===== config.mk =====
export PLATFORM = sky130hd
export DESIGN_NAME = heater_pid_step
export DESIGN_NICKNAME = d
export VERILOG_FILES = /design/src/hps_pkg.sv /design/src/hps_regs.sv /design/src/hps_integ.sv /design/src/heater_pid_step.sv
export VERILOG_INCLUDE_DIRS = /design/src /design/src/src
export SDC_FILE = /design/constraint.sdc
export NUM_CORES = 2
export LEC_CHECK = 0
export ABC_AREA = 1
export BUFFER_PORTS_ARGS = -buffer_cell sky130_fd_sc_hd__buf_2
export CAP_MARGIN = 0
export CORE_MARGIN = 3
export CORE_UTILIZATION = 45
export DETAILED_ROUTE_END_ITERATION = 10
export PLACE_DENSITY = 0.59
export SYNTH_ARGS = -nofsm -noshare
export SYNTH_HDL_FRONTEND = slang
export SYNTH_HIERARCHICAL = 1
export SYNTH_SLANG_ARGS = --single-unit

===== constraint.sdc =====
create_clock -name clk -period 14.1 [get_ports clk]
set_clock_uncertainty 0.1 [all_clocks]
set_input_delay 1.41 -clock clk [delete_from_list [all_inputs] [get_ports clk]]
set_output_delay 1.41 -clock clk [all_outputs]
set_load 0.02 [all_outputs]

===== src/heater_pid_step_assert.svh =====
// ---------------------------------------------------------------------------
// heater_pid_step assertion macros
// Shared property shorthands, clocked on clk, disabled while rst is high.
// ---------------------------------------------------------------------------
`ifndef HEATER_PID_STEP_ASSERT_SVH
`define HEATER_PID_STEP_ASSERT_SVH

// same-cycle implication
`define HPS_ASSERT_IMP(label, ante, cons, msg) \
  label: assert property (@(posedge clk) disable iff (rst) (ante) |-> (cons)) \
    else $error(msg);

// next-cycle implication
`define HPS_ASSERT_NXT(label, ante, cons, msg) \
  label: assert property (@(posedge clk) disable iff (rst) (ante) |=> (cons)) \
    else $error(msg);

`endif


===== src/hps_pkg.sv =====
// ---------------------------------------------------------------------------
// hps_pkg
// Types and constants shared by the heater PID step pipeline.
// ---------------------------------------------------------------------------
package hps_pkg;

  localparam int TEMP_W     = 16;
  localparam int GAIN_W     = 8;
  localparam int ERR_W      = TEMP_W + 1;
  localparam int DIFF_W     = ERR_W + 1;
  localparam int SUM_W      = 32;
  localparam int TICKS_W    = 13;
  localparam int CFG_IDX_W  = 3;
  localparam int CFG_DATA_W = 16;

  typedef logic [CFG_IDX_W-1:0] cfg_idx_t;

  localparam cfg_idx_t REG_SETPOINT = 3'd0;
  localparam cfg_idx_t REG_GAIN_P   = 3'd1;
  localparam cfg_idx_t REG_GAIN_I   = 3'd2;
  localparam cfg_idx_t REG_GAIN_D   = 3'd3;

  localparam logic [GAIN_W-1:0] GAIN_P_RST = 8'd15;
  localparam logic [GAIN_W-1:0] GAIN_I_RST = 8'd2;
  localparam logic [GAIN_W-1:0] GAIN_D_RST = 8'd1;

  typedef struct packed {
    logic signed [TEMP_W-1:0] setpoint;
    logic [GAIN_W-1:0]        gain_p;
    logic [GAIN_W-1:0]        gain_i;
    logic [GAIN_W-1:0]        gain_d;
  } hps_cfg_t;

  // per-item terms handed from the error stage to the multiplier stage
  typedef struct packed {
    logic signed [ERR_W-1:0]  err;
    logic signed [SUM_W-1:0]  isum;  // zero when the integral is not used
    logic signed [DIFF_W-1:0] diff;  // zero when the derivative is not used
  } hps_terms_t;

endpackage


===== src/hps_regs.sv =====
// ---------------------------------------------------------------------------
// hps_regs
// Configuration register file: setpoint and the three loop gains.
// ---------------------------------------------------------------------------
module hps_regs (
  input  logic                             clk,
  input  logic                             rst,
  input  logic                             wr_en,
  input  hps_pkg::cfg_idx_t                wr_index,
  input  logic [hps_pkg::CFG_DATA_W-1:0]   wr_data,
  output hps_pkg::hps_cfg_t                cfg
);
  import hps_pkg::*;

  always_ff @(posedge clk) begin
    if (rst) begin
      cfg.setpoint <= '0;
      cfg.gain_p   <= GAIN_P_RST;
      cfg.gain_i   <= GAIN_I_RST;
      cfg.gain_d   <= GAIN_D_RST;
    end else if (wr_en) begin
      case (wr_index)
        REG_SETPOINT: cfg.setpoint <= $signed(wr_data[TEMP_W-1:0]);
        REG_GAIN_P:   cfg.gain_p   <= wr_data[GAIN_W-1:0];
        REG_GAIN_I:   cfg.gain_i   <= wr_data[GAIN_W-1:0];
        REG_GAIN_D:   cfg.gain_d   <= wr_data[GAIN_W-1:0];
        default: begin
        end
      endcase
    end
  end

endmodule


===== src/hps_integ.sv =====
// ---------------------------------------------------------------------------
// hps_integ
// Error stage: forms the error, keeps the saturating integral and the
// previous error, and gates the integral and derivative terms.
// ---------------------------------------------------------------------------
`include "heater_pid_step_assert.svh"

module hps_integ #(
  parameter int INTEGRAL_CUTOFF = 500,
  parameter int DERIV_THRESHOLD = 30
) (
  input  logic                                clk,
  input  logic                                rst,
  input  logic                                step,
  input  logic signed [hps_pkg::TEMP_W-1:0]   temp,
  input  logic signed [hps_pkg::TEMP_W-1:0]   setpoint,
  output hps_pkg::hps_terms_t                 terms
);
  import hps_pkg::*;

  localparam logic signed [ERR_W:0] CUTOFF_S = (ERR_W+1)'(INTEGRAL_CUTOFF);
  localparam logic signed [ERR_W:0] DERIV_S  = (ERR_W+1)'(DERIV_THRESHOLD);

  logic signed [SUM_W-1:0]  error_sum;
  logic signed [ERR_W-1:0]  previous_error;

  logic signed [ERR_W-1:0]  err;
  logic signed [ERR_W:0]    err_x;
  logic signed [SUM_W:0]    sum_ext;
  logic signed [SUM_W-1:0]  sum_sat;
  logic signed [SUM_W-1:0]  error_sum_next;
  logic signed [DIFF_W-1:0] diff;
  logic                     below_cut;
  logic                     overshoot;
  logic                     use_int;
  logic                     use_der;

  assign err       = $signed({setpoint[TEMP_W-1], setpoint}) - $signed({temp[TEMP_W-1], temp});
  assign err_x     = $signed({err[ERR_W-1], err});
  assign below_cut = err_x < CUTOFF_S;
  assign overshoot = err[ERR_W-1];
  assign use_der   = err_x > DERIV_S;

  // 33-bit add, then clamp to the 32-bit signed range
  assign sum_ext = $signed({error_sum[SUM_W-1], error_sum}) + (SUM_W+1)'(err);
  always_comb begin
    if (sum_ext[SUM_W] != sum_ext[SUM_W-1]) begin
      sum_sat = sum_ext[SUM_W] ? $signed({1'b1, {(SUM_W-1){1'b0}}})
                               : $signed({1'b0, {(SUM_W-1){1'b1}}});
    end else begin
      sum_sat = sum_ext[SUM_W-1:0];
    end
  end

  always_comb begin
    if (overshoot) begin
      error_sum_next = '0;
    end else if (below_cut) begin
      error_sum_next = sum_sat;
    end else begin
      error_sum_next = error_sum;
    end
  end

  assign use_int = below_cut && !overshoot;
  assign diff    = $signed({err[ERR_W-1], err}) -
                   $signed({previous_error[ERR_W-1], previous_error});

  assign terms.err  = err;
  assign terms.isum = use_int ? error_sum_next : '0;
  assign terms.diff = use_der ? diff : '0;

  always_ff @(posedge clk) begin
    if (rst) begin
      error_sum      <= '0;
      previous_error <= '0;
    end else if (step) begin
      error_sum      <= error_sum_next;
      previous_error <= err;
    end
  end

  `HPS_ASSERT_NXT(a_overshoot_clears, step && overshoot, error_sum == '0,
                  "integral not cleared on overshoot")
  `HPS_ASSERT_NXT(a_cutoff_holds, step && !below_cut, $stable(error_sum),
                  "integral changed above cutoff")
  `HPS_ASSERT_NXT(a_prev_err, step, previous_error == $past(err),
                  "previous error not captured")

endmodule


===== src/heater_pid_step.sv =====
// ---------------------------------------------------------------------------
// heater_pid_step
// PID heater controller with conditional integration, one temperature
// sample in, one clamped heating-tick count out.
// ---------------------------------------------------------------------------
//
//  channel  | direction | handshake            | payload
//  ---------+-----------+----------------------+---------------------------
//  in       | request   | in_valid / in_ready  | measured_temp (s16)
//  out      | response  | out_valid / out_ready| heat_ticks (u13)
//  cfg      | write     | cfg_valid / cfg_ready| cfg_index (3b), cfg_data
//
//  Four-stage pipeline: input register, error/integral stage, multiplier
//  stage, sum-and-clamp output register. One request can enter every cycle
//  while out is not stalled; the integral and previous error update as a
//  sample moves into the error stage, which lets samples run back to back.
//  Each stage has its own valid bit and moves when the next one is free, so
//  bubbles close up and input is taken while a result waits at out. rst is
//  synchronous: clears valid bits, the integral, the previous error and
//  loads the register defaults. cfg_ready is always high; the user must
//  write configuration only while the pipeline is empty; it is not enforced.
// ---------------------------------------------------------------------------
`include "heater_pid_step_assert.svh"

module heater_pid_step #(
  parameter int HEAT_LIMIT      = 6000,
  parameter int INTEGRAL_CUTOFF = 500,
  parameter int DERIV_THRESHOLD = 30
) (
  input  logic                                clk,
  input  logic                                rst,
  // sample request
  input  logic                                in_valid,
  output logic                                in_ready,
  input  logic signed [hps_pkg::TEMP_W-1:0]   measured_temp,
  // result
  output logic                                out_valid,
  input  logic                                out_ready,
  output logic [hps_pkg::TICKS_W-1:0]         heat_ticks,
  // configuration writes
  input  logic                                cfg_valid,
  output logic                                cfg_ready,
  input  hps_pkg::cfg_idx_t                   cfg_index,
  input  logic [hps_pkg::CFG_DATA_W-1:0]      cfg_data
);
  import hps_pkg::*;

  localparam int PP_W  = GAIN_W + 1 + ERR_W;   // gain_p * err
  localparam int PI_W  = GAIN_W + 1 + SUM_W;   // gain_i * integral
  localparam int PD_W  = GAIN_W + 1 + DIFF_W;  // gain_d * delta error
  localparam int TOT_W = PI_W + 2;
  localparam logic signed [TOT_W-1:0] LIMIT_S = TOT_W'(HEAT_LIMIT);

  hps_cfg_t   cfg;
  hps_terms_t terms;

  // stage valid bits and ready chain
  logic s1_valid, s2_valid, s3_valid;
  logic s1_ready, s2_ready, s3_ready, s4_ready;

  // payload registers
  logic signed [TEMP_W-1:0] s1_temp;
  hps_terms_t               s2_terms;
  logic signed [PP_W-1:0]   s3_pp;
  logic signed [PI_W-1:0]   s3_pi;
  logic signed [PD_W-1:0]   s3_pd;

  logic signed [GAIN_W:0]   gp_s, gi_s, gd_s;
  logic signed [PP_W-1:0]   pp_next;
  logic signed [PI_W-1:0]   pi_next;
  logic signed [PD_W-1:0]   pd_next;
  logic signed [TOT_W-1:0]  total;
  logic [TICKS_W-1:0]       heat_ticks_next;

  assign cfg_ready = 1'b1;

  hps_regs u_regs (
    .clk      (clk),
    .rst      (rst),
    .wr_en    (cfg_valid && cfg_ready),
    .wr_index (cfg_index),
    .wr_data  (cfg_data),
    .cfg      (cfg)
  );

  // a stage takes a new request when empty or when its content moves on
  assign s4_ready = !out_valid || out_ready;
  assign s3_ready = !s3_valid || s4_ready;
  assign s2_ready = !s2_valid || s3_ready;
  assign s1_ready = !s1_valid || s2_ready;
  assign in_ready = s1_ready;

  // error stage; state advances exactly once per sample
  hps_integ #(
    .INTEGRAL_CUTOFF (INTEGRAL_CUTOFF),
    .DERIV_THRESHOLD (DERIV_THRESHOLD)
  ) u_integ (
    .clk      (clk),
    .rst      (rst),
    .step     (s1_valid && s2_ready),
    .temp     (s1_temp),
    .setpoint (cfg.setpoint),
    .terms    (terms)
  );

  // multiplier stage: gains are unsigned, widen by one bit before signed mult
  assign gp_s    = $signed({1'b0, cfg.gain_p});
  assign gi_s    = $signed({1'b0, cfg.gain_i});
  assign gd_s    = $signed({1'b0, cfg.gain_d});
  assign pp_next = gp_s * s2_terms.err;
  assign pi_next = gi_s * s2_terms.isum;
  assign pd_next = gd_s * s2_terms.diff;

  // sum and clamp to 0..HEAT_LIMIT, then keep the low 13 bits
  assign total = TOT_W'(s3_pp) + TOT_W'(s3_pi) + TOT_W'(s3_pd);
  always_comb begin
    if (total <= 0) begin
      heat_ticks_next = '0;
    end else if (total > LIMIT_S) begin
      heat_ticks_next = LIMIT_S[TICKS_W-1:0];
    end else begin
      heat_ticks_next = total[TICKS_W-1:0];
    end
  end

  // control
  always_ff @(posedge clk) begin
    if (rst) begin
      s1_valid  <= 1'b0;
      s2_valid  <= 1'b0;
      s3_valid  <= 1'b0;
      out_valid <= 1'b0;
    end else begin
      if (s1_ready) s1_valid  <= in_valid;
      if (s2_ready) s2_valid  <= s1_valid;
      if (s3_ready) s3_valid  <= s2_valid;
      if (s4_ready) out_valid <= s3_valid;
    end
  end

  // payload
  always_ff @(posedge clk) begin
    if (s1_ready && in_valid) begin
      s1_temp <= measured_temp;
    end
    if (s2_ready && s1_valid) begin
      s2_terms <= terms;
    end
    if (s3_ready && s2_valid) begin
      s3_pp <= pp_next;
      s3_pi <= pi_next;
      s3_pd <= pd_next;
    end
    if (s4_ready && s3_valid) begin
      heat_ticks <= heat_ticks_next;
    end
  end

  `HPS_ASSERT_IMP(a_ticks_limit, out_valid,
                  (HEAT_LIMIT > 8191) || (int'(heat_ticks) <= HEAT_LIMIT),
                  "heat_ticks above limit")
  `HPS_ASSERT_NXT(a_s3_hold, s3_valid && !s4_ready,
                  s3_valid && $stable(s3_pp) && $stable(s3_pi) && $stable(s3_pd),
                  "product stage lost or changed while stalled")
  `HPS_ASSERT_NXT(a_s2_hold, s2_valid && !s3_ready,
                  s2_valid && $stable(s2_terms),
                  "error stage lost or changed while stalled")

endmodule

==> impl_metrics.json <==
{
  "outcome": "finished, final reports clean",
  "clkLatencyLatePin_ps": 570,
  "slew_headroom_pct": 25.5,
  "total_power_mw": 4.69,
  "seqPwrFrac_pct": 23.7,
  "htreeDepth": 2,
  "routedWlPerCell_um": 15.5,
  "cp-end-kind": "flop",
  "highest_layer": "met4",
  "fin_nets": 5897,
  "worstMarginPinSlew_ps": 1120,
  "post_layout_nonfiller_instances": 6258,
  "hold_viol": 0,
  "antenna_found_initial": 2,
  "grt_max_degree": 85,
  "drt-initial-drc-count": 1886,
  "die-area_um2": 89100,
  "ys_seq_elements": 283,
  "die_x_um": 298,
  "synth_seq_area_share_pct": 19.7,
  "maxCapViolations": 0,
  "syn_to_final_growth_pct": 6.28,
  "drc": 0,
  "rr_endpoint": "s3_pp[23]",
  "crit_type": "reg -> reg",
  "netlist_top_cells_count": "1,304 x inv_1, 1,301 x nand2_1, 465 x fa_1",
  "cts_num_sinks": 283,
  "syn_inst": 5145,
  "synth_edf_count": 190,
  "grt_overflow": 0,
  "r2r-start": "u_regs/cfg[18]",
  "ir_drop_v": 0.0000840,
  "start_util_pct": 45.7,
  "switching_share_pct": 46.2,
  "grt_first_pass_wirelength_um": 161000,
  "cts_tree": "done",
  "r2r_setup_slack_ps": 8520,
  "root_buffer": "clkbuf_16",
  "p_per_area_nw_per_um2": 115,
  "async_flop_share_pct": 0,
  "wl_met3_um": 4580,
  "rsz0062_at_grt": "false",
  "globalplace.congestion": 0.913,
  "synthDistinctLibCells": 54,
  "whs_endpoint": "s2_valid",
  "vias": 30600,
  "antenna_left": 0,
  "wl_met2_um": 43300,
  "cts_resized": 0,
  "period_share_pct": 39.6,
  "io_pins": 56,
  "synth.avg_cell_area_um2": 7.48,
  "p_leak_nw": 23.5,
  "p_sw_mw": 2.16,
  "synth_top_area_share_pct": 24.2,
  "synth_area_um2": 38500,
  "final.fill_count": 8501,
  "vias_per_cell": 4.89,
  "clkPwrFrac_pct": 21.2,
  "post_cts_buffers": 0,
  "critPathArrivalTime_ps": 5780,
  "r2r_cells": 19,
  "row_count": 106,
  "firstDrtPassIters": 6,
  "syn_nets": 5946,
  "cts-buffers-inserted": 37,
  "drive_above_1_share_pct": 5.25,
  "setup_viol": 0,
  "yosys-top-cells-area": "fa_1 24%, edfxtp_1 15%, inv_1 13%",
  "worstHoldStart": "s1_valid",
  "clk_pin_slew_ps": 60,
  "drt_wl_total_um": 97100,
  "yosysTopAreaCell": "fa_1",
  "period_needed_ps": 5580,
  "fin_setup_tns_ps": 0,
  "cts_hold_buf": 0,
  "diodes": 0,
  "synth.most_common_cell": "inv_1",
  "fmax_mhz": 179,
  "critPathLaunchType": "flop",
  "synth_ff_type": "edfxtp_1",
  "crit_path_start": "u_regs/cfg[18]",
  "die_height_um": 298,
  "cts_buffer_depth": 3,
  "comb_power_share_pct": 55.1,
  "track_usage_pct": 22.3,
  "whs_path_depth": 2,
  "cp.required_ps": 14300,
  "hpwl_um": 79500,
  "maxSlewViolCount": 0,
  "met1_length_um": 47500,
  "yosys_warnings": 6,
  "core_region_area_um2": 84200,
  "io_buffers": 54,
  "power.internal_mw": 2.52,
  "grt_pass1_vias": 30500,
  "placed_cells": 6190,
  "min_path_type": "reg -> reg",
  "worst-path-max-fanout": 18
}
==> sequential cells by signal, summed over array words and instances (netlist names), 16 cells and up <==
signal and cells:
s2_terms 67, s3_pp 26, u_integ/previous_error 17, s3_pi 41, u_regs/cfg 40, s3_pd 27, u_integ/error_sum 32, s1_temp 16
==> kinds of logic after synthesis <==
kind of cell | after synthesis | synth area share [%]
simple gates | 2017 | 22.0
flops | 283 | 19.7
buf+inv | 1483 | 14.8
fa+ha+maj | 761 | 33.8
xor+xnor | 141 | 3.21
other cells | 1 | 0.00974
compound gates | 459 | 6.51
==> power groups by stage <==
stage,Sequential (mW),Clock [mW],Combinational [mW]
CTS,1.12,1.02,2.58
global placement,1.14,0,2.55
floorplan,1.07,0,1.97
finish,1.11,0.992,2.58
detailed placement,1.13,0,2.56
global route,1.12,1.05,2.98
==> final cells by class <==
| cell class | count | area (um^2) | share of cell area [%] |
|---|---|---|---|
| sequential | 283 | 7570 | 18.5 |
| clock inverter | 21 | 277 | 0.676 |
| timing repair buffer | 80 | 485 | 1.19 |
| clock buffer | 46 | 970 | 2.37 |
| inverter | 1315 | 4940 | 12.1 |
| multi-input combinational | 3379 | 25200 | 61.7 |
| tap | 1134 | 1420 | 3.47 |
==> cell usage in the layout (no fill, tap or decap), types with 6 or more instances in the layout <==
master	n
a21o_1	12
a21oi_1	266
a21oi_2	7
a31oi_1	14
buf_2	54
buf_4	25
clkbuf_1	8
clkbuf_16	37
dfxtp_1	93
edfxtp_1	190
fa_1	465
ha_1	296
inv_1	1302
inv_2	6
nand2_1	1301
nand2_2	25
nand3_1	166
nand3_2	42
nand3b_1	16
nand4_1	31
nor2_1	361
nor2_2	30
nor2_4	7
nor3_1	18
nor4_1	8
o21ai_0	106
o21ai_1	8
o21bai_1	18
o221ai_1	7
xnor2_1	67
xor2_1	74
==> worst max-delay path by stage <==
| stage | endpoint | slack (ps) | depth (start not counted) |
|---|---|---|---|
| 4_1_cts | s3_pp[23] | 8650 | 19 |
| 5_1_grt | s3_pp[23] | 8120 | 19 |
| 3_3_place_gp | s3_pi[24] | 8650 | 23 |
| 3_5_place_dp | s3_pp[23] | 8660 | 19 |
| 2_1_floorplan | s3_pp[24] | 9100 | 22 |
| 6_report | s3_pp[23] | 8520 | 19 |
==> routing by layer <==
layer  vias up  global-route usage (%)
met5         -                       0
met4         0                    4.50
met3       100                    2.51
met2       653                    35.7
met1     14600                    32.7
li1      15300                       -
==> metrics by stage <==
| step | util [%] | hold WS, ps | instance area [um^2] | setup WS, ps |
|---|---|---|---|---|
| final | 48.6 | 373 | 40900 | 8520 |
| after CTS | 48.5 | 374 | 40900 | 8650 |
| after global routing | 48.6 | 403 | 40900 | 8120 |
| after detailed placement | 47.0 | 363 | 39600 | 8660 |
| after global placement | 47.0 | 361 | 39600 | 8650 |
| after floorplan | - | 340 | 38500 | 9100 |
==> worst max-delay path: stages (launching register included) <==
cell and delay (ps):
dfxtp_1 810, nand2_1 190, fa_1 580, inv_1 50
fa_1 500, inv_1 50, fa_1 470, inv_1 60
fa_1 480, ha_1 390, nand2_1 110, nor2_1 120
nand2_1 60, nand2_1 90, a21oi_1 100, o21ai_0 380
a21oi_1 180, o21ai_0 330, a21oi_1 140, xnor2_1 140
Note: power is estimated with default switching activity, not from simulation.
